File: src/hw/rtl/lobt_pkg.sv
// Shared widths, register indexes and the result record of the laser-off and beam-trip detector.
package lobt_pkg;

    localparam int unsigned LASER_W   = 19;
    localparam int unsigned BEAM_W    = 13;
    localparam int unsigned CEIL_W    = 18;
    localparam int unsigned RUN_CFG_W = 16;
    localparam int unsigned LEVEL_W   = 12;
    localparam int unsigned RUN_W     = 17;
    localparam int unsigned CONFIRM_W = 7;
    localparam int unsigned OUT_IDX_W = 24;

    localparam int unsigned S_DATA_W  = 32;
    localparam int unsigned M_DATA_W  = 80;

    localparam int unsigned CFG_IDX_W  = 3;
    localparam int unsigned CFG_DATA_W = 19;

    localparam logic [CFG_IDX_W-1:0] REG_LASER_OFF_LEVEL     = 3'd0;
    localparam logic [CFG_IDX_W-1:0] REG_LASER_VALID_CEILING = 3'd1;
    localparam logic [CFG_IDX_W-1:0] REG_LASER_OFF_MIN_RUN   = 3'd2;
    localparam logic [CFG_IDX_W-1:0] REG_BEAM_TRIP_LEVEL     = 3'd3;
    localparam logic [CFG_IDX_W-1:0] REG_BEAM_GOOD_LOW       = 3'd4;
    localparam logic [CFG_IDX_W-1:0] REG_BEAM_GOOD_HIGH      = 3'd5;
    localparam logic [CFG_IDX_W-1:0] REG_TRIP_LOOKBACK       = 3'd6;
    localparam logic [CFG_IDX_W-1:0] REG_RECOVER_WAIT        = 3'd7;

    localparam logic [RUN_W-1:0] RUN_MAX = {RUN_W{1'b1}};

    // Result record, packed so that sample_index sits in the lowest bits.
    typedef struct packed {
        logic [3:0]           pad;
        logic                 beam_recovered;
        logic [OUT_IDX_W-1:0] beam_trip_start_index;
        logic                 beam_trip_begins;
        logic                 laser_off_ends;
        logic [OUT_IDX_W-1:0] laser_off_start_index;
        logic                 laser_off_begins;
        logic [OUT_IDX_W-1:0] sample_index;
    } result_t;

endpackage

File: src/hw/rtl/laser_off_and_beam_trip_detector_top.sv
// Laser-off and beam-trip detector: per-sample run tracking with a skid-buffered result stream.
//
// Usage:
//   s_ channel: one sample per transaction. s_tdata holds laser power and beam
//   current, s_tlast marks the final sample of a run. m_ channel: one result
//   per sample, carrying the sample index, laser-off begin/end flags with the
//   start index, and beam trip begin/recovery flags with the looked-back start.
//   Configuration: cfg_we writes cfg_data to register cfg_index; write only
//   while no transaction is in flight.
//   Throughput: one sample per cycle. All per-sample work is a single pass of
//   compares and counter updates feeding the result register, so the result of
//   an accepted sample is registered into the output slot, or into the skid slot while a result waits.
//   Stall: the result register is backed by a one-entry skid register, so a
//   sample is still taken while a result waits; s_tready drops only once both
//   are full and recovers the cycle after m_tready takes a result.
//   Reset: aresetn (synchronous, active low) empties both result slots, clears
//   the run state to sample index 0 and loads the register defaults.
//   After a final sample the run state clears and the next sample is index 0.
module laser_off_and_beam_trip_detector_top #(
    parameter int unsigned INDEX_BITS         = 24,
    parameter int unsigned TRIP_CONFIRM_COUNT = 100
) (
    input  logic                                aclk,
    input  logic                                aresetn,
    input  logic                                s_tvalid,
    output logic                                s_tready,
    // [18:0] laser_power, [31:19] beam_current
    input  logic [lobt_pkg::S_DATA_W-1:0]       s_tdata,
    input  logic                                s_tlast,
    output logic                                m_tvalid,
    input  logic                                m_tready,
    // [23:0] sample_index, [24] laser_off_begins, [48:25] laser_off_start_index,
    // [49] laser_off_ends, [50] beam_trip_begins, [74:51] beam_trip_start_index,
    // [75] beam_recovered, [79:76] zero
    output logic [lobt_pkg::M_DATA_W-1:0]       m_tdata,
    input  logic                                cfg_we,
    input  logic [lobt_pkg::CFG_IDX_W-1:0]      cfg_index,
    input  logic [lobt_pkg::CFG_DATA_W-1:0]     cfg_data
);
    import lobt_pkg::*;

    localparam int unsigned BACK_W = RUN_CFG_W + 1;
    localparam int unsigned CMP_W  = (INDEX_BITS > BACK_W) ? INDEX_BITS : BACK_W;

    // configuration
    logic signed [LASER_W-1:0]   off_level_reg;
    logic [CEIL_W-1:0]           valid_ceiling_reg;
    logic [RUN_CFG_W-1:0]        off_min_run_reg;
    logic [LEVEL_W-1:0]          trip_level_reg;
    logic [LEVEL_W-1:0]          good_low_reg;
    logic [LEVEL_W-1:0]          good_high_reg;
    logic [RUN_CFG_W-1:0]        lookback_reg;
    logic [RUN_CFG_W-1:0]        recover_wait_reg;

    // run state
    logic [INDEX_BITS-1:0]       idx_reg, idx_next;
    logic [RUN_W-1:0]            run_reg, run_next;
    logic                        off_open_reg, off_open_next;
    logic [CONFIRM_W-1:0]        confirm_reg, confirm_next;
    logic                        trip_open_reg, trip_open_next;
    logic [RUN_CFG_W-1:0]        recover_reg, recover_next;

    // output slots
    logic                        out_valid_reg;
    logic                        skid_valid_reg;
    result_t                     out_reg;
    result_t                     skid_reg;
    result_t                     res;

    // datapath intermediates
    logic signed [LASER_W-1:0]   laser;
    logic signed [BEAM_W-1:0]    beam;
    logic                        last;
    logic                        accept;
    logic                        laser_le;
    logic                        laser_valid;
    logic [RUN_CFG_W-1:0]        min_run;
    logic [RUN_CFG_W-1:0]        wait_len;
    logic                        off_begin;
    logic                        off_end;
    logic                        off_open_mid;
    logic [INDEX_BITS-1:0]       off_start;
    logic                        beam_pos;
    logic                        trip_sample;
    logic                        good_sample;
    logic [CONFIRM_W-1:0]        confirm_inc;
    logic                        trip_begin;
    logic [BACK_W-1:0]           back;
    logic [INDEX_BITS-1:0]       trip_start;
    logic                        trip_open_mid;
    logic [RUN_CFG_W-1:0]        recover_base;
    logic [RUN_CFG_W-1:0]        recover_inc;
    logic                        recovered;

    assign laser  = s_tdata[LASER_W-1:0];
    assign beam   = s_tdata[LASER_W+BEAM_W-1:LASER_W];
    assign last   = s_tlast;
    assign accept = s_tvalid && s_tready;

    assign s_tready = !skid_valid_reg;
    assign m_tvalid = out_valid_reg;
    assign m_tdata  = out_reg;

    // configuration writes
    always_ff @(posedge aclk) begin
        if (!aresetn) begin
            off_level_reg     <= '0;
            valid_ceiling_reg <= {CEIL_W{1'b1}};
            off_min_run_reg   <= RUN_CFG_W'(1000);
            trip_level_reg    <= LEVEL_W'(320);
            good_low_reg      <= LEVEL_W'(800);
            good_high_reg     <= LEVEL_W'(3200);
            lookback_reg      <= RUN_CFG_W'(100);
            recover_wait_reg  <= RUN_CFG_W'(9600);
        end else if (cfg_we) begin
            unique case (cfg_index)
                REG_LASER_OFF_LEVEL:     off_level_reg     <= cfg_data;
                REG_LASER_VALID_CEILING: valid_ceiling_reg <= cfg_data[CEIL_W-1:0];
                REG_LASER_OFF_MIN_RUN:   off_min_run_reg   <= cfg_data[RUN_CFG_W-1:0];
                REG_BEAM_TRIP_LEVEL:     trip_level_reg    <= cfg_data[LEVEL_W-1:0];
                REG_BEAM_GOOD_LOW:       good_low_reg      <= cfg_data[LEVEL_W-1:0];
                REG_BEAM_GOOD_HIGH:      good_high_reg     <= cfg_data[LEVEL_W-1:0];
                REG_TRIP_LOOKBACK:       lookback_reg      <= cfg_data[RUN_CFG_W-1:0];
                REG_RECOVER_WAIT:        recover_wait_reg  <= cfg_data[RUN_CFG_W-1:0];
                default: ;
            endcase
        end
    end

    // per-sample update
    always_comb begin
        min_run  = (off_min_run_reg == '0) ? RUN_CFG_W'(1) : off_min_run_reg;
        wait_len = (recover_wait_reg == '0) ? RUN_CFG_W'(1) : recover_wait_reg;

        // laser path: off samples count first, then valid on-readings clear the run
        laser_le    = laser <= off_level_reg;
        laser_valid = !laser[LASER_W-1] && (laser[CEIL_W-1:0] < valid_ceiling_reg);
        if (laser_le) begin
            run_next = (run_reg == RUN_MAX) ? run_reg : run_reg + RUN_W'(1);
        end else if (laser_valid) begin
            run_next = '0;
        end else begin
            run_next = run_reg;
        end
        off_begin     = run_next == RUN_W'(min_run);
        off_start     = idx_reg - INDEX_BITS'(min_run) + INDEX_BITS'(1);
        off_open_mid  = off_open_reg || off_begin;
        off_end       = off_open_mid && ((run_next == '0) || last);
        off_open_next = off_open_mid && !off_end;

        // beam path
        beam_pos    = !beam[BEAM_W-1] && (beam != '0);
        trip_sample = beam_pos && (beam[LEVEL_W-1:0] <= trip_level_reg);
        good_sample = !beam[BEAM_W-1] && (beam[LEVEL_W-1:0] > good_low_reg)
                      && (beam[LEVEL_W-1:0] < good_high_reg);

        confirm_inc = confirm_reg + CONFIRM_W'(1);
        trip_begin  = 1'b0;
        if (trip_sample && !trip_open_reg) begin
            if (confirm_inc >= CONFIRM_W'(TRIP_CONFIRM_COUNT)) begin
                confirm_next = '0;
                trip_begin   = 1'b1;
            end else begin
                confirm_next = confirm_inc;
            end
        end else begin
            confirm_next = '0;
        end

        back = BACK_W'(lookback_reg) + BACK_W'(TRIP_CONFIRM_COUNT);
        if (CMP_W'(idx_reg) >= CMP_W'(back)) begin
            trip_start = idx_reg - INDEX_BITS'(back);
        end else begin
            trip_start = idx_reg;
        end

        // a trip confirmed here may already count toward recovery
        trip_open_mid  = trip_open_reg || trip_begin;
        recover_base   = trip_begin ? '0 : recover_reg;
        recover_inc    = recover_base + RUN_CFG_W'(1);
        recovered      = 1'b0;
        trip_open_next = trip_open_mid;
        recover_next   = recover_base;
        if (trip_open_mid) begin
            if (good_sample) begin
                if (recover_inc >= wait_len) begin
                    recover_next   = '0;
                    trip_open_next = 1'b0;
                    recovered      = 1'b1;
                end else begin
                    recover_next = recover_inc;
                end
            end else begin
                recover_next = '0;
            end
        end
        if (last && trip_open_next) begin
            trip_open_next = 1'b0;
            recovered      = 1'b1;
        end

        idx_next = idx_reg + INDEX_BITS'(1);

        // end of run: start over at index zero
        if (last) begin
            idx_next       = '0;
            run_next       = '0;
            off_open_next  = 1'b0;
            confirm_next   = '0;
            trip_open_next = 1'b0;
            recover_next   = '0;
        end

        res.pad                   = '0;
        res.sample_index          = OUT_IDX_W'(idx_reg);
        res.laser_off_begins      = off_begin;
        res.laser_off_start_index = off_begin ? OUT_IDX_W'(off_start) : '0;
        res.laser_off_ends        = off_end;
        res.beam_trip_begins      = trip_begin;
        res.beam_trip_start_index = trip_begin ? OUT_IDX_W'(trip_start) : '0;
        res.beam_recovered        = recovered;
    end

    // state and slot control
    always_ff @(posedge aclk) begin
        if (!aresetn) begin
            idx_reg        <= '0;
            run_reg        <= '0;
            off_open_reg   <= 1'b0;
            confirm_reg    <= '0;
            trip_open_reg  <= 1'b0;
            recover_reg    <= '0;
            out_valid_reg  <= 1'b0;
            skid_valid_reg <= 1'b0;
        end else begin
            if (accept) begin
                idx_reg       <= idx_next;
                run_reg       <= run_next;
                off_open_reg  <= off_open_next;
                confirm_reg   <= confirm_next;
                trip_open_reg <= trip_open_next;
                recover_reg   <= recover_next;
            end
            priority if (out_valid_reg && m_tready) begin
                if (skid_valid_reg) begin
                    skid_valid_reg <= 1'b0;
                end else begin
                    out_valid_reg <= accept;
                end
            end else if (out_valid_reg) begin
                if (accept) begin
                    skid_valid_reg <= 1'b1;
                end
            end else begin
                out_valid_reg <= accept;
            end
        end
    end

    // result payload, no reset needed
    always_ff @(posedge aclk) begin
        priority if (out_valid_reg && m_tready) begin
            if (skid_valid_reg) begin
                out_reg <= skid_reg;
            end else if (accept) begin
                out_reg <= res;
            end
        end else if (out_valid_reg) begin
            if (accept) begin
                skid_reg <= res;
            end
        end else if (accept) begin
            out_reg <= res;
        end
    end

`ifndef SYNTH
    a_skid_behind_out: assert property (@(posedge aclk) disable iff (!aresetn)
        skid_valid_reg |-> out_valid_reg)
        else $error("skid slot full while output slot empty");

    a_run_restart: assert property (@(posedge aclk) disable iff (!aresetn)
        (s_tvalid && s_tready && s_tlast) |=> (idx_reg == '0 && !trip_open_reg))
        else $error("run state not cleared after final sample");

    a_confirm_idle_in_trip: assert property (@(posedge aclk) disable iff (!aresetn)
        trip_open_reg |-> (confirm_reg == '0))
        else $error("trip confirm count running while trip open");

    a_off_open_run: assert property (@(posedge aclk) disable iff (!aresetn)
        off_open_reg |-> (run_reg != '0))
        else $error("laser-off period open with empty off run");
`endif

endmodule

File: config.mk
export PLATFORM = sky130hd
export DESIGN_NAME = laser_off_and_beam_trip_detector_top
export DESIGN_NICKNAME = d
export VERILOG_FILES = /design/src/hw/rtl/lobt_pkg.sv /design/src/hw/rtl/laser_off_and_beam_trip_detector_top.sv
export SDC_FILE = /design/constraint.sdc
export NUM_CORES = 1
export LEC_CHECK = 0
export ABC_AREA = 1
export BUFFER_PORTS_ARGS = -buffer_cell sky130_fd_sc_hd__buf_4
export CAP_MARGIN = 20
export CORE_MARGIN = 5
export CORE_UTILIZATION = 35
export CTS_CLUSTER_SIZE = 10
export DETAILED_ROUTE_END_ITERATION = 16
export PLACE_DENSITY = 0.52
export SYNTH_ARGS = -nofsm -noshare
export SYNTH_HDL_FRONTEND = slang
export SYNTH_SLANG_ARGS = --single-unit
export TNS_END_PERCENT = 10
File: constraint.sdc
create_clock -name aclk -period 11.8 [get_ports aclk]
set_clock_uncertainty 0.1 [all_clocks]
set_input_delay 2.95 -clock aclk [delete_from_list [all_inputs] [get_ports aclk]]
set_output_delay 2.95 -clock aclk [all_outputs]
set_load 0.1 [all_outputs]
Yosys cells after proc, flatten, opt, wreduce, memory -nomap -nowiden
Cells that the tools add are included.
{"block": "classes", "addsub": 8, "magnitude_cmp": 8, "n_eq_ne": 11, "mux": 37, "bitwise_logic": 2, "reduce_logical": 35}
{"cell": "two-way mux 80 bit", "n": 4}
{"cell": "two-way mux 16 bit", "n": 7}
{"cell": "two-way mux 24 bit", "n": 4}
{"cell": "two-way mux 17 bit", "n": 4}
{"cell": "adder 24 x 1 -> 24 bit, second input constant", "n": 2}
{"cell": "zero test 16 bit", "n": 2}
{"cell": "greater-or-equal comparator 24 x 17 -> 1 bit", "n": 1}
{"cell": "subtractor 24 x 16 -> 24 bit", "n": 1}
{"cell": "subtractor 24 x 17 -> 24 bit", "n": 1}
{"cell": "two-way mux 7 bit", "n": 3}
{"cell": "<= comparator 19 bit", "n": 1}
{"cell": "< comparator 18 bit", "n": 1}
{"cell": "AND reduction 2 bit", "n": 9}
{"cell": "adder 16 x 7 -> 17 bit, second input constant", "n": 1}
{"cell": "adder 17 x 1 -> 17 bit, second input constant", "n": 1}
{"cell": "== test 17 x 16 -> 1 bit", "n": 1}
{"cell": "== test 17 bit, second input constant", "n": 1}
{"cell": "zero test 17 bit", "n": 1}
{"cell": "adder 16 x 1 -> 16 bit, second input constant", "n": 1}
{"cell": "greater-or-equal comparator 16 bit", "n": 1}
{"cell": "two-way mux 1 bit", "n": 15}
{"cell": "nonzero test 13 bit", "n": 1}
{"cell": "== test 3 bit, second input constant", "n": 4}
{"cell": "greater-than comparator 12 bit", "n": 1}
{"cell": "15 further kinds", "n": 33}
{"block": "word_totals", "ff_bits": 345, "inputBits": 60, "output_inout_bits": 82, "wordCells": 132}

Depth between registers and ports, before layout
Gate-level depths: netlist of run 1.
{"block": "depth", "depth_word": 16, "depth_mapped": 35, "mapped_depth_nobuf": 32}

Worst setup path before layout of run 1
OpenSTA, ideal clock, no wires.
{"block": "synth_path", "kind": "input-to-reg", "startpoint": "in m_tready", "endpoint": "reg skid_reg[0] (netlist bit) (enable)", "setup_ps": 510, "arrival_time_ps": 7576, "required_time_ps": 11190, "setup_slack_ps": 3614, "cell_stages": 3, "path_cell_list": "nor2_1 > inv_1 > nor2_1"}
{"block": "synth_via", "elab_chain_len": 3}
{"element": "from (decl)", "line_no": "laser_off_and_beam_trip_detector_top.sv:31", "source": "input logic m_tready,"}
{"element": "logical AND 1 bit", "line_no": "laser_off_and_beam_trip_detector_top.sv:262", "source": "priority if (out_valid_reg && m_tready) begin"}
{"element": "NOT 1 bit (no line)"}
{"element": "AND reduction 3 bit (no line)"}
{"element": "to (signal assigned)", "line_no": "laser_off_and_beam_trip_detector_top.sv:270", "source": "skid_reg <= res;"}
{"element": "to (decl)", "line_no": "laser_off_and_beam_trip_detector_top.sv:67", "source": "result_t skid_reg;"}
No other way between the ends.
A chain may end at the register's enable or synchronous reset.

Worst setup path after layout of run 1
{"block": "layout_path", "startpoint": "in s_tdata[30] (netlist bit)", "endpoint": "reg recover_reg[6]"}
{"block": "layout_via", "elab_chain_len": 12}
{"element": "from (decl)", "line_no": "laser_off_and_beam_trip_detector_top.sv:28", "source": "input logic [lobt_pkg::S_DATA_W-1:0] s_tdata,"}
{"element": "branches (longest 10 deep; another with adder 16 x 1 -> 16 bit)"}
{"element": "two-way mux 16 bit (*)", "line_no": "laser_off_and_beam_trip_detector_top.sv:184", "source": "if (trip_open_mid) begin"}
{"element": "two-way mux 16 bit (*)", "line_no": "laser_off_and_beam_trip_detector_top.sv:205", "source": "if (last) begin"}
{"element": "to (signal assigned)", "line_no": "laser_off_and_beam_trip_detector_top.sv:242", "source": "recover_reg <= recover_next;"}
{"element": "to (decl)", "line_no": "laser_off_and_beam_trip_detector_top.sv:61", "source": "logic [RUN_CFG_W-1:0] recover_reg, recover_next;"}
Every way passes the cells marked *.

==> implementation parameters, run 1 <==
Parameter                              Value

Cells and area
  Final cell count without fillers    3420
  Synth-to-Final Area Change    15.3%
  Final std cell area, no fill    about 23000 um^2
  Number of flip-flops under the largest register name    80
  Leading cell type in the layout, fill and taps excluded    nand2_1
  Number of nets in the final layout    ~2900
  Share of layout cells above drive strength 1    9.77%
  Fill cell count    between 5000 and 6000
  Commonest cells after routing, fill and taps aside    511 x nand2_1, 299 x inv_1, 265 x a21oi_1

Logic synthesis
  Synthesized area    between 20000 and 25000 um^2
  Total of warnings raised by yosys    0
  Number of nets in the synthesized netlist    about 2700
  Post-Syn Instances    between 2000 and 3000
  Mean post-synth cell area    between 7 and 8 um^2
  Sequential element share of the synthesized area    approximately 42%
  Yosys reg bits    345
  Async set-or-reset flop fraction in the synthesized netlist    0%
  Dominant register cell in the synthesized netlist    dfxtp_1
  Number of enable-type register cells in the synthesized netlist    about 160
  Post-synth cell types    52

Timing
  Sum of negative setup slack    0 ns
  Number of endpoints with negative hold slack in the final report    0
  Clock period minus final worst setup slack    between 7 and 8 ns
  Transition time at the pin with the least slew margin    around 1.1 ns
  Fin worst setup slack    slightly below 4 ns
  Peak Freq    around 0.13 GHz
  Max-slew violation count    0
  Worst max-slew margin expressed relative to the limit    27.5%
  Final Cycle Share    around 66%
  Setup violators final    0
  RSZ-0062 raised after global routing    no

Power and ir drop
  Peak supply drop    roughly 86 uV
  Switching power    between 1 and 1.5 mW
  Comb pwr share    20.5%
  Power density cells    between 100 and 150 nW/um^2
  Internal power consumption    between 2 and 2.5 mW
  Total leakage power    just over 10 nW
  Relative contribution of the clock network to total power    a little under two fifths
  Portion of total power attributed to sequential cells    between 40% and 50%
  Sw Share    approximately 33%

Drt
  Drt first pass iters    5
  Detail-routed net length per standard cell    approximately 18 um
  Remaining number of nets flagged by the antenna check after routing    0
  Total vias in the final route    between 15000 and 20000
  Count of routing violations after the opening detailed-route iteration    about 1000
  Overall routed net length    ~60000 um
  Via density per instance    5.07
  Count of unresolved DRC violations after routing    0

Critical path
  Reg-to-reg setup timing slack    6.10 ns
  Terminus of the critical flop-to-flop path    recover_reg[6]
  Maximum fanout along the worst path    42
  Slowest Stage Delay on Critical Path    between 0.6 and 0.7 ns
  Cell with the largest stage delay on the worst path    nor2_1
  FF-to-FF Start    trip_level_reg[7]
  R2R depth    29
  Req. time, crit path    roughly 12 ns
  Setup crit start kind    input port
  Crit. End Element    flip-flop
  Arrival time worst endpoint    8.22 ns
  Kind of critical path    input port to flip-flop

Run status
  Result of the run    finished, final reports clean

Floorplanning
  Starting Density    a little over a third
  Die W    between 200 and 250 um
  Vert. Die Dim    around 250 um
  Die Area    between 60000 and 70000 um^2
  IO Count    between 100 and 150
  Placeable core area    56600 um^2
  Number of rows in the core area    87

CTS
  Clock sink count    around 350
  Clock root buffer    clkbuf_16
  Buffer depth of the longest clock path    3
  Insertion delay to the later sink of the worst-skew pair    between 0.5 and 0.6 ns
  Clock slew at the register clock pins of the worst setup and hold paths    0.06 ns
  CTS tree    done
  H-tree levels    2
  Cts bufs inserted    42
  Count of hold buffers inserted by post-cts repair    0
  Post-CTS sizing    0
  Post-CTS setup-driven buffer insertion count    0

Place
  Final HPWL from detailed placement    45300 um
  Worst setup slack before clock tree synthesis    about 3.4 ns
  Area of placed instances    21800 um^2
  Placed cell count    3342
  Number of buffers added on ports    141
  GPL Wtd Cong    between 0.8 and 0.9

GRT
  Pin count of the biggest net entering global routing    just over 100
  Initial antenna violation count    3
  Wire length of the first global-routing pass    approximately 97000 um
  Via count of the first global-routing pass    approximately 17000
  GRT Util Overall    about a fifth
  Global-route congestion overflow total    0

Flow run
  Max Cap Viol    0

Min path
  Class of the tightest hold or removal check    flip-flop to flip-flop
  Instance count along the most critical hold path    2
  Critical hold path startpoint    off_level_reg[9]
  Hold Path End    off_level_reg[9]
-- power groups by stage --
stage                     logic, mW  registers [mW]  clock network [mW]
after floorplan               0.222            1.64                   0
after global placement        0.659            1.38                   0
after detailed placement      0.663            1.38                   0
after CTS                     0.665            1.36                1.24
after global routing          0.710            1.37                1.29
final                         0.661            1.36                1.20
-- cell type report --
type                       count  area [um^2]  area share (%)
clock inverter                 4         42.5           0.184
clock buffer                  71         1220            5.28
multi-input combinational   1772        10100            43.6
inverter                     313         1180            5.09
timing repair buffer         157         1190            5.13
antenna                        2         5.00          0.0217
tap                          756          946            4.09
sequential                   345         8470            36.6
-- how the worst max path moves through the flow --
| stage | startpoint | end | slack (ns) | cells past startpoint |
|---|---|---|---|---|
| global placement | s_tdata[30] | recover_reg[4] | 3.52 | 29 |
| global route | s_tdata[28] | recover_reg[4] | 3.38 | 28 |
| finish | s_tdata[30] | recover_reg[6] | 3.96 | 29 |
| CTS | s_tdata[30] | recover_reg[0] | 4.01 | 29 |
| detailed placement | s_tdata[30] | recover_reg[0] | 3.40 | 29 |
| floorplan | m_tready | skid_reg[0] | 3.61 | 3 |
-- per-stage QoR --
stage / hold slack, ns / util [%] / total power, mW
2_1_floorplan: 0.333 / - / 1.87
3_3_place_gp: 0.348 / 38.6 / 2.04
3_5_place_dp: 0.353 / 38.6 / 2.05
4_1_cts: 0.362 / 40.8 / 3.27
5_1_grt: 0.383 / 40.8 / 3.36
6_report: 0.359 / 40.8 / 3.22
-- per-layer routing --
metal | up-vias | track usage, % | part of all wire (%)
met4 | 0 | 4.41 | 2.2
met3 | 76 | 3.51 | 4.9
li1 | 8753 | - | -
met2 | 346 | 32.7 | 47
met5 | - | 0 | 0
met1 | 8173 | 25.4 | 46
-- logic make-up after synthesis --
logic type | count (synthesis) | synth area share (%)
AOI/OAI and AO/OA | 591 | 16.7
xor gates and xnor gates | 62 | 2.71
adders and majority gates | 162 | 10.2
buffers and inverters | 399 | 7.64
DFF | 345 | 42.3
and+or+nand+nor | 957 | 20.5
-- worst max-delay path: cells and delay by family --
kind,cells,cell delay (ns)
fa+ha+maj,3,0.87
compound gates,5,0.85
simple gates,14,2.35
buf+inv,7,1.18
-- cell usage after synthesis, types with 4 or more instances --
cell / n / area (um^2)
o22ai_1: 75 / 469
nand4_1: 27 / 169
xnor2_1: 26 / 228
nand2_1: 512 / 1920
clkinv_1: 5 / 18.8
a211oi_1: 6 / 45.0
buf_1: 6 / 22.5
nor2_4: 18 / 203
clkbuf_1: 71 / 267
inv_1: 300 / 1130
nand3b_1: 6 / 45.0
dfxtp_1: 189 / 3780
buf_2: 4 / 20.0
nand3_1: 117 / 586
nand2_2: 5 / 31.3
o211ai_1: 44 / 330
o21bai_1: 4 / 30.0
o21a_1: 6 / 45.0
a21o_1: 8 / 60.1
nor2_1: 218 / 818
xor2_1: 36 / 315
o21ba_1: 17 / 170
edfxtp_1: 156 / 4680
nor4_1: 10 / 62.6
nor3_1: 19 / 95.1
and2_1: 6 / 37.5
nor2_2: 4 / 25.0
a31oi_1: 4 / 25.0
o21ai_0: 152 / 761
inv_2: 8 / 30.0
a21oi_1: 265 / 1330
ha_1: 160 / 2000
Note: power is estimated with default switching activity, not from simulation.
==> run 2: changes to the inputs <==
--- a/config.mk
+++ b/config.mk
@@ -5,7 +5,7 @@
 export SDC_FILE = /design/constraint.sdc
 export NUM_CORES = 1
 export LEC_CHECK = 0
-export ABC_AREA = 1
+export ABC_AREA = 0
 export BUFFER_PORTS_ARGS = -buffer_cell sky130_fd_sc_hd__buf_4
 export CAP_MARGIN = 20
 export CORE_MARGIN = 5
==> constraint.sdc (replaced) <==
create_clock -name aclk -period 7.6 [get_ports aclk]
set_clock_uncertainty 0.1 [all_clocks]
set_input_delay 1.9 -clock aclk [delete_from_list [all_inputs] [get_ports aclk]]
set_output_delay 1.9 -clock aclk [all_outputs]
set_load 0.1 [all_outputs]
==> implementation parameters, run 2 <==
Parameter                              Value

Logic synthesis
  Mean post-synth cell area    8.73 um^2 (+9.6%)
  Post-synth cell types    86 (+65%)
  Post-Syn Instances    2301 (-8.5%)
  Async set-or-reset flop fraction in the synthesized netlist    0% (unchanged)
  Number of enable-type register cells in the synthesized netlist    156 (unchanged)
  Number of nets in the synthesized netlist    2523 (-7.9%)
  Library cell with the highest instance count after synthesis    nand2_1
  Synthesized area    20100 um^2 (+0.22%)
  Area fraction of the dominant cell type after synthesis    23.3% (-0.052 points)
  Sequential element share of the synthesized area    42.2% (-0.095 points)
  Dominant register cell in the synthesized netlist    dfxtp_1
  Yosys reg bits    345 (unchanged)
  Most numerous cell types in the synthesized netlist    319 x nand2_1, 257 x nor2_1, 198 x a21oi_1, 189 x dfxtp_1, 160 x ha_1
  Top area cells in the synthesized netlist    edfxtp_1 23%, dfxtp_1 19%, ha_1 10%
  Cell accounting for the most synthesized area    edfxtp_1
  Total of warnings raised by yosys    0 (unchanged)

Floorplanning
  IO Count    142 (unchanged)
  Die W    250 um (+0.11%)
  Vert. Die Dim    250 um (+0.11%)
  Starting Density    35.5% (+0.080 points)
  Number of rows in the core area    87 (unchanged)
  Die Area    62300 um^2 (+0.22%)
  Placeable core area    56600 um^2 (unchanged)

Power and ir drop
  Power density cells    213 nW/um^2 (+52%)
  Switching power    1.55 mW (+48%)
  Total leakage power    9.07 nW (-11%)
  Comb pwr share    18.6% (-1.9 points)
  Portion of total power attributed to sequential cells    42.5% (+0.3 points)
  Internal power consumption    3.37 mW (+55%)
  Relative contribution of the clock network to total power    38.9% (+1.5 points)
  Sw Share    31.5% (-1.0 points)
  Peak supply drop    179 uV (+110%)

Drt
  Remaining number of nets flagged by the antenna check after routing    0 (unchanged)
  Drt first pass iters    5 (unchanged)
  Via density per instance    5.37 (+5.9%)
  Total vias in the final route    17100 (-1.6%)
  Overall routed net length    62900 um (+1.8%)
  Detail-routed net length per standard cell    19.8 um (+9.5%)
  Count of routing violations after the opening detailed-route iteration    1142 (+14%)
  Count of unresolved DRC violations after routing    0 (unchanged)

CTS
  Post-CTS sizing    0 (unchanged)
  Cts bufs inserted    43 (+2.4%)
  Clock slew at the register clock pins of the worst setup and hold paths    0.05 ns (about the same)
  CTS tree    done
  Count of hold buffers inserted by post-cts repair    0 (unchanged)
  Buffer depth of the longest clock path    3 (unchanged)
  Insertion delay to the later sink of the worst-skew pair    0.56 ns (about the same)
  Post-CTS setup-driven buffer insertion count    0 (unchanged)
  H-tree levels    2 (unchanged)
  Clock root buffer    clkbuf_16
  Clock sink count    345 (unchanged)

Critical path
  FF-to-FF Start    trip_level_reg[9]
  Terminus of the critical flop-to-flop path    recover_reg[11]
  Req. time, crit path    7.98 ns (-4.20 ns)
  Kind of critical path    input port to flip-flop
  R2R depth    26 (-10%)
  Maximum fanout along the worst path    8 (-81%)
  Arrival time worst endpoint    6.78 ns (-1.44 ns)
  Startpoint of the worst setup timing path    s_tdata[28]
  Reg-to-reg setup timing slack    2.31 ns (-3.79 ns)
  Setup crit start kind    input port
  Crit. End Element    flip-flop
  Worst setup path endpoint    recover_reg[11]

Place
  Final HPWL from detailed placement    45000 um (-0.61%)
  GPL Wtd Cong    0.882 (+0.64%)
  Number of buffers added on ports    141 (unchanged)

Timing
  Tightest hold margin    0.354 ns (-0.00504 ns)
  Max-slew violation count    0 (unchanged)
  Number of endpoints with negative hold slack in the final report    0 (unchanged)
  Final Cycle Share    84.2%
  Setup violators final    0 (unchanged)
  Worst max-slew margin expressed relative to the limit    28.6% (+1.2 points)
  RSZ-0062 raised after global routing    no
  Peak Freq    approximately 0.16 GHz
  Clock period minus final worst setup slack    between 6 and 7 ns
  Sum of negative setup slack    0 ns (unchanged)
  Transition time at the pin with the least slew margin    1.07 ns (-0.0213 ns)

Flow run
  Max Cap Viol    0 (unchanged)

Cells and area
  Synth-to-Final Area Change    15.2%
  Share of layout cells above drive strength 1    11.7% (+2.0 points)
  Number of nets in the final layout    2615 (-8.3%)
  Leading cell type in the layout, fill and taps excluded    nand2_1
  Commonest cells after routing, fill and taps aside    317 x nand2_1, 255 x nor2_1, 198 x a21oi_1
  Number of flip-flops under the largest register name    80 (unchanged)
  Number of antenna cells inserted    0 (-2)

GRT
  Initial antenna violation count    0 (-3)
  Via count of the first global-routing pass    16900 (-0.071%)
  Pin count of the biggest net entering global routing    84 (-17%)
  Wire length of the first global-routing pass    97700 um (+1.2%)
  GRT Util Overall    19.3% (+0.18 points)
  Global-route congestion overflow total    0 (unchanged)

Min path
  Class of the tightest hold or removal check    flip-flop to flip-flop

Run status
  Result of the run    finished, final reports clean
-- run 2: cell count changes after synthesis, moves of 22 or more --
| cell | before | now |
|---|---|---|
| o21ai_0 | 152 | 67 |
| nor2_1 | 218 | 257 |
| a21oi_1 | 265 | 198 |
| xnor2_1 | 26 | 48 |
| inv_1 | 300 | 146 |
| o22ai_1 | 75 | 34 |
| nor3_1 | 19 | 43 |
| nand3_1 | 117 | 70 |
| nand2_1 | 512 | 319 |
| o221a_2 | 0 | 28 |
-- run 2: kinds of logic after synthesis --
group	Yosys count	synth area share (%)
AOI/OAI and AO/OA	562	18.4
xor gates and xnor gates	92	4.01
adders and majority gates	162	10.2
buffers and inverters	268	5.33
DFF	345	42.2
muxes	15	0.760
and+or+nand+nor	857	19.2
-- run 2: worst min-delay path by stage --
| stage | startpoint | end | slack, ns | cells past startpoint |
|---|---|---|---|---|
| floorplan | recover_reg[1] | recover_reg[1] | 0.34 | 2 |
| global placement | off_level_reg[6] | off_level_reg[6] | 0.34 | 2 |
| detailed placement | trip_level_reg[2] | trip_level_reg[2] | 0.35 | 2 |
| CTS | good_high_reg[4] | good_high_reg[4] | 0.36 | 2 |
| global route | good_high_reg[8] | good_high_reg[8] | 0.37 | 2 |
| finish | good_high_reg[2] | good_high_reg[2] | 0.35 | 2 |
-- run 2: cell type report --
class                           instances  area, um^2
Sequential cell                       345        8470
Tap cell                              756         946
Fill cell                            5725       33500
Clock buffer                           68        1250
Multi-Input combinational cell       1688       10600
Timing Repair Buffer                  168        1280
Clock inverter                          6        31.3
Inverter                              147         553
-- run 2: per-stage QoR --
step	power [mW]	worst slack (ns)	cells	util, %	cell area, um^2
floorplan	2.79	0.640	2301	-	20100
global placement	3.04	0.749	3102	38.6	21800
detailed placement	3.05	0.642	3103	38.6	21800
CTS	4.99	1.21	3177	40.8	23100
global route	5.10	0.653	3178	40.9	23100
finish	4.92	1.20	3178	40.9	23100
-- run 2: layer usage --
layer  up-vias  routed length (um)  track usage (%)
met5         -                   0                0
met4         0                1460             5.16
met3        93                2740             2.46
met2       420               30500             33.6
met1      8182               28200             25.6
li1       8374                   -                -
-- run 2: worst max-delay path: stages --
cell and delay, ns:
buf_4 0.13, ha_1 0.30, nand4_1 0.14, or2_2 0.31, o221ai_1 0.19, a21oi_1 0.16
nand2b_1 0.14, clkinv_1 0.13, nor2b_1 0.19, ha_1 0.28, and3_1 0.27, and2_1 0.24
nand4_1 0.13, xor2_1 0.16, nor2_1 0.14, ha_1 0.25, o21a_1 0.10, o21ai_0 0.22
a21oi_1 0.07, nor2_1 0.10, o41ai_1 0.13, a211oi_1 0.31, and2_1 0.29, buf_4 0.21
nand3_1 0.10, a21oi_1 0.16
-- run 2: power by group through the flow --
stage	registers, mW	clock network (mW)	logic (mW)
after floorplan	2.53	0	0.258
after global placement	2.13	0	0.913
after detailed placement	2.13	0	0.919
after CTS	2.09	1.97	0.920
after global routing	2.10	2.03	0.967
final	2.09	1.91	0.913
==> run 3: changes to the inputs <==
--- a/config.mk
+++ b/config.mk
@@ -12,7 +12,7 @@
 export CORE_UTILIZATION = 35
 export CTS_CLUSTER_SIZE = 10
 export DETAILED_ROUTE_END_ITERATION = 16
-export PLACE_DENSITY = 0.52
+export PLACE_DENSITY = 0.54
 export SYNTH_ARGS = -nofsm -noshare
 export SYNTH_HDL_FRONTEND = slang
 export SYNTH_SLANG_ARGS = --single-unit
==> constraint.sdc (replaced) <==
create_clock -name aclk -period 5.4 [get_ports aclk]
set_clock_uncertainty 0.1 [all_clocks]
set_input_delay 1.35 -clock aclk [delete_from_list [all_inputs] [get_ports aclk]]
set_output_delay 1.35 -clock aclk [all_outputs]
set_load 0.1 [all_outputs]
==> implementation parameters, run 3 (same netlist as run 2, synthesis figures left out) <==
Parameter                              Value

Floorplanning
  Vert. Die Dim    250 um (unchanged)
  Placeable core area    56600 um^2 (unchanged)
  Die Area    62300 um^2 (unchanged)
  Number of rows in the core area    87 (unchanged)
  IO Count    142 (unchanged)
  Die W    250 um (unchanged)
  Starting Density    35.5% (unchanged)

Timing
  Fin worst setup slack    0.0485 ns (-1.15 ns)
  Final Cycle Share    99.1%
  Setup violators final    0 (unchanged)
  Transition time at the pin with the least slew margin    1.06 ns (-0.00597 ns)
  Max-slew violation count    0 (unchanged)
  Clock period minus final worst setup slack    5.35 ns
  Peak Freq    approximately 0.19 GHz
  Number of endpoints with negative hold slack in the final report    0 (unchanged)
  Worst max-slew margin expressed relative to the limit    29.0% (+0.40 points)

Flow run
  Max Cap Viol    0 (unchanged)

CTS
  Count of hold buffers inserted by post-cts repair    0 (unchanged)
  Clock root buffer    clkbuf_16
  Clock slew at the register clock pins of the worst setup and hold paths    0.05 ns (about the same)
  CTS tree    done
  Cts bufs inserted    43 (unchanged)
  H-tree levels    2 (unchanged)
  Insertion delay to the later sink of the worst-skew pair    0.57 ns (about the same)
  Clock sink count    345 (unchanged)
  Buffer depth of the longest clock path    3 (unchanged)

Cells and area
  Commonest cells after routing, fill and taps aside    316 x nand2_1, 254 x nor2_1, 250 x buf_4
  Number of flip-flops under the largest register name    80 (unchanged)
  Core utilization of the finished layout    42.5% (+1.6 points)
  Synth-to-Final Area Change    19.7%
  Fill cell count    5656 (-1.2%)
  Number of antenna cells inserted    0 (unchanged)
  Leading cell type in the layout, fill and taps excluded    nand2_1
  Share of layout cells above drive strength 1    16.2% (+4.5 points)
  Final std cell area, no fill    24000 um^2 (+3.9%)
  Number of nets in the final layout    2700 (+3.3%)

Power and ir drop
  Power density cells    293 nW/um^2 (+38%)
  Peak supply drop    196 uV (+9.2%)
  Comb pwr share    19.0% (+0.4 points)
  Total leakage power    9.54 nW (+5.2%)
  Switching power    2.19 mW (+42%)
  Portion of total power attributed to sequential cells    41.7% (-0.8 points)
  Sw Share    31.2% (-0.32 points)
  Internal power consumption    4.84 mW (+44%)
  Relative contribution of the clock network to total power    39.3% (+0.4 points)

Critical path
  Crit. End Element    flip-flop
  Setup crit start kind    input port
  Maximum fanout along the worst path    5 (-3)
  Kind of critical path    input port to flip-flop
  Arrival time worst endpoint    5.74 ns (-1.04 ns)
  Req. time, crit path    5.79 ns (-2.19 ns)

Drt
  Detail-routed net length per standard cell    19.7 um (-0.25%)
  Drt first pass iters    5 (unchanged)
  Overall routed net length    64500 um (+2.5%)
  Highest metal used    met4
  Via density per instance    5.39 (+0.37%)
  Count of unresolved DRC violations after routing    0 (unchanged)
  Metal1 wirelength    28600 um (+1.5%)
  Met3 Wirelength    2750 um (+0.51%)
  Total vias in the final route    17600 (+3.1%)
  Remaining number of nets flagged by the antenna check after routing    0 (unchanged)
  Met2 wire length    31300 um (+2.5%)
  Count of routing violations after the opening detailed-route iteration    1004 (-12%)

GRT
  Via count of the first global-routing pass    17200 (+1.7%)
  GRT Util Overall    19.7% (+0.32 points)
  Initial antenna violation count    0 (unchanged)
  Wire length of the first global-routing pass    98800 um (+1.2%)
  Global-route congestion overflow total    0 (unchanged)
  Pin count of the biggest net entering global routing    80 (-4.8%)

Place
  Number of buffers added on ports    141 (unchanged)
  Area of placed instances    22500 um^2 (+2.9%)
  GPL Wtd Cong    0.893 (+1.3%)
  Worst setup slack before clock tree synthesis    -0.788 ns (-1.43 ns)
  Final HPWL from detailed placement    46900 um (+4.2%)

Run status
  Result of the run    finished, final reports clean

Min path
  Class of the tightest hold or removal check    flip-flop to flip-flop
[run 3: cell types whose count changed in the layout (fill, tap and decap cells not counted), moves of 3 or more]
cell      delta
clkinv_2     -3
a21oi_1     -10
o21ai_1      +3
buf_4       +84
nand3_1      -6
ha_1         -8
clkbuf_8     +3
ha_4         +6
a21oi_2     +10
nand3_2      +6
o21ai_0      -3
[run 3: power by group through the flow]
stage | registers, mW | clock network, mW | logic, mW
global route | 2.95 | 2.95 | 1.41
detailed placement | 2.99 | 0 | 1.33
floorplan | 3.56 | 0 | 0.364
finish | 2.93 | 2.76 | 1.34
global placement | 2.99 | 0 | 1.33
CTS | 2.94 | 2.84 | 1.34
[run 3: repair_timing]
action                     in CTS  in global routing
pin swaps                       1                 19
setup endpoints to repair      16                 19
gates resized for setup         5                 40
setup buffers                   0                  2
[run 3: path summary, 6_finish.rpt]
path,startpoint,to,slack [ns],cells past startpoint
worst max-delay path,s_tdata[29],recover_reg[11],0.05,23
worst min-delay path,off_level_reg[7],off_level_reg[7],0.35,2
worst max register to register,off_min_run_reg[9],m_tdata[48],0.40,18
worst min register to register,off_level_reg[7],off_level_reg[7],0.35,2
[run 3: worst max-delay path, cell delays in order]
cell and delay (ns):
buf_4 0.13, ha_4 0.26, nand4_1 0.14, buf_4 0.18
or3_1 0.37, a21oi_1 0.14, buf_4 0.16, nand2b_4 0.07
inv_4 0.08, nor2b_1 0.05, ha_2 0.30, ha_1 0.30
a21o_1 0.16, a21o_1 0.17, a21o_1 0.17, a21o_1 0.17
a2111oi_0 0.54, o41ai_2 0.19, a211oi_2 0.25, and2_4 0.21
buf_6 0.12, nand3_1 0.07, a21oi_1 0.18
[run 3: area by class of cell]
| class | count | area (um^2) | share of cell area (%) |
|---|---|---|---|
| Multi-Input combinational cell | 1688 | 10800 | 45.0 |
| Sequential cell | 345 | 8470 | 35.2 |
| Timing Repair Buffer | 253 | 1920 | 7.98 |
| Clock buffer | 71 | 1270 | 5.29 |
| Tap cell | 756 | 946 | 3.93 |
| Inverter | 147 | 556 | 2.31 |
| Clock inverter | 5 | 67.6 | 0.281 |
[run 3: metrics by stage]
step	total power, mW	TNS (ns)	hold WS, ns	std cells
after detailed placement	4.32	-16.39	0.349	3186
after floorplan	3.92	-13.35	0.336	2301
after global placement	4.31	-13.99	0.343	3186
after CTS	7.11	0	0.356	3262
after global routing	7.31	-1.11	0.369	3265
final	7.03	0	0.353	3265
[run 3: per-layer routing]
layer	global-route usage [%]	vias to the layer above
met4	5.79	0
met2	33.9	396
met1	25.7	8528
met3	2.96	108
li1	-	8570
met5	0	-
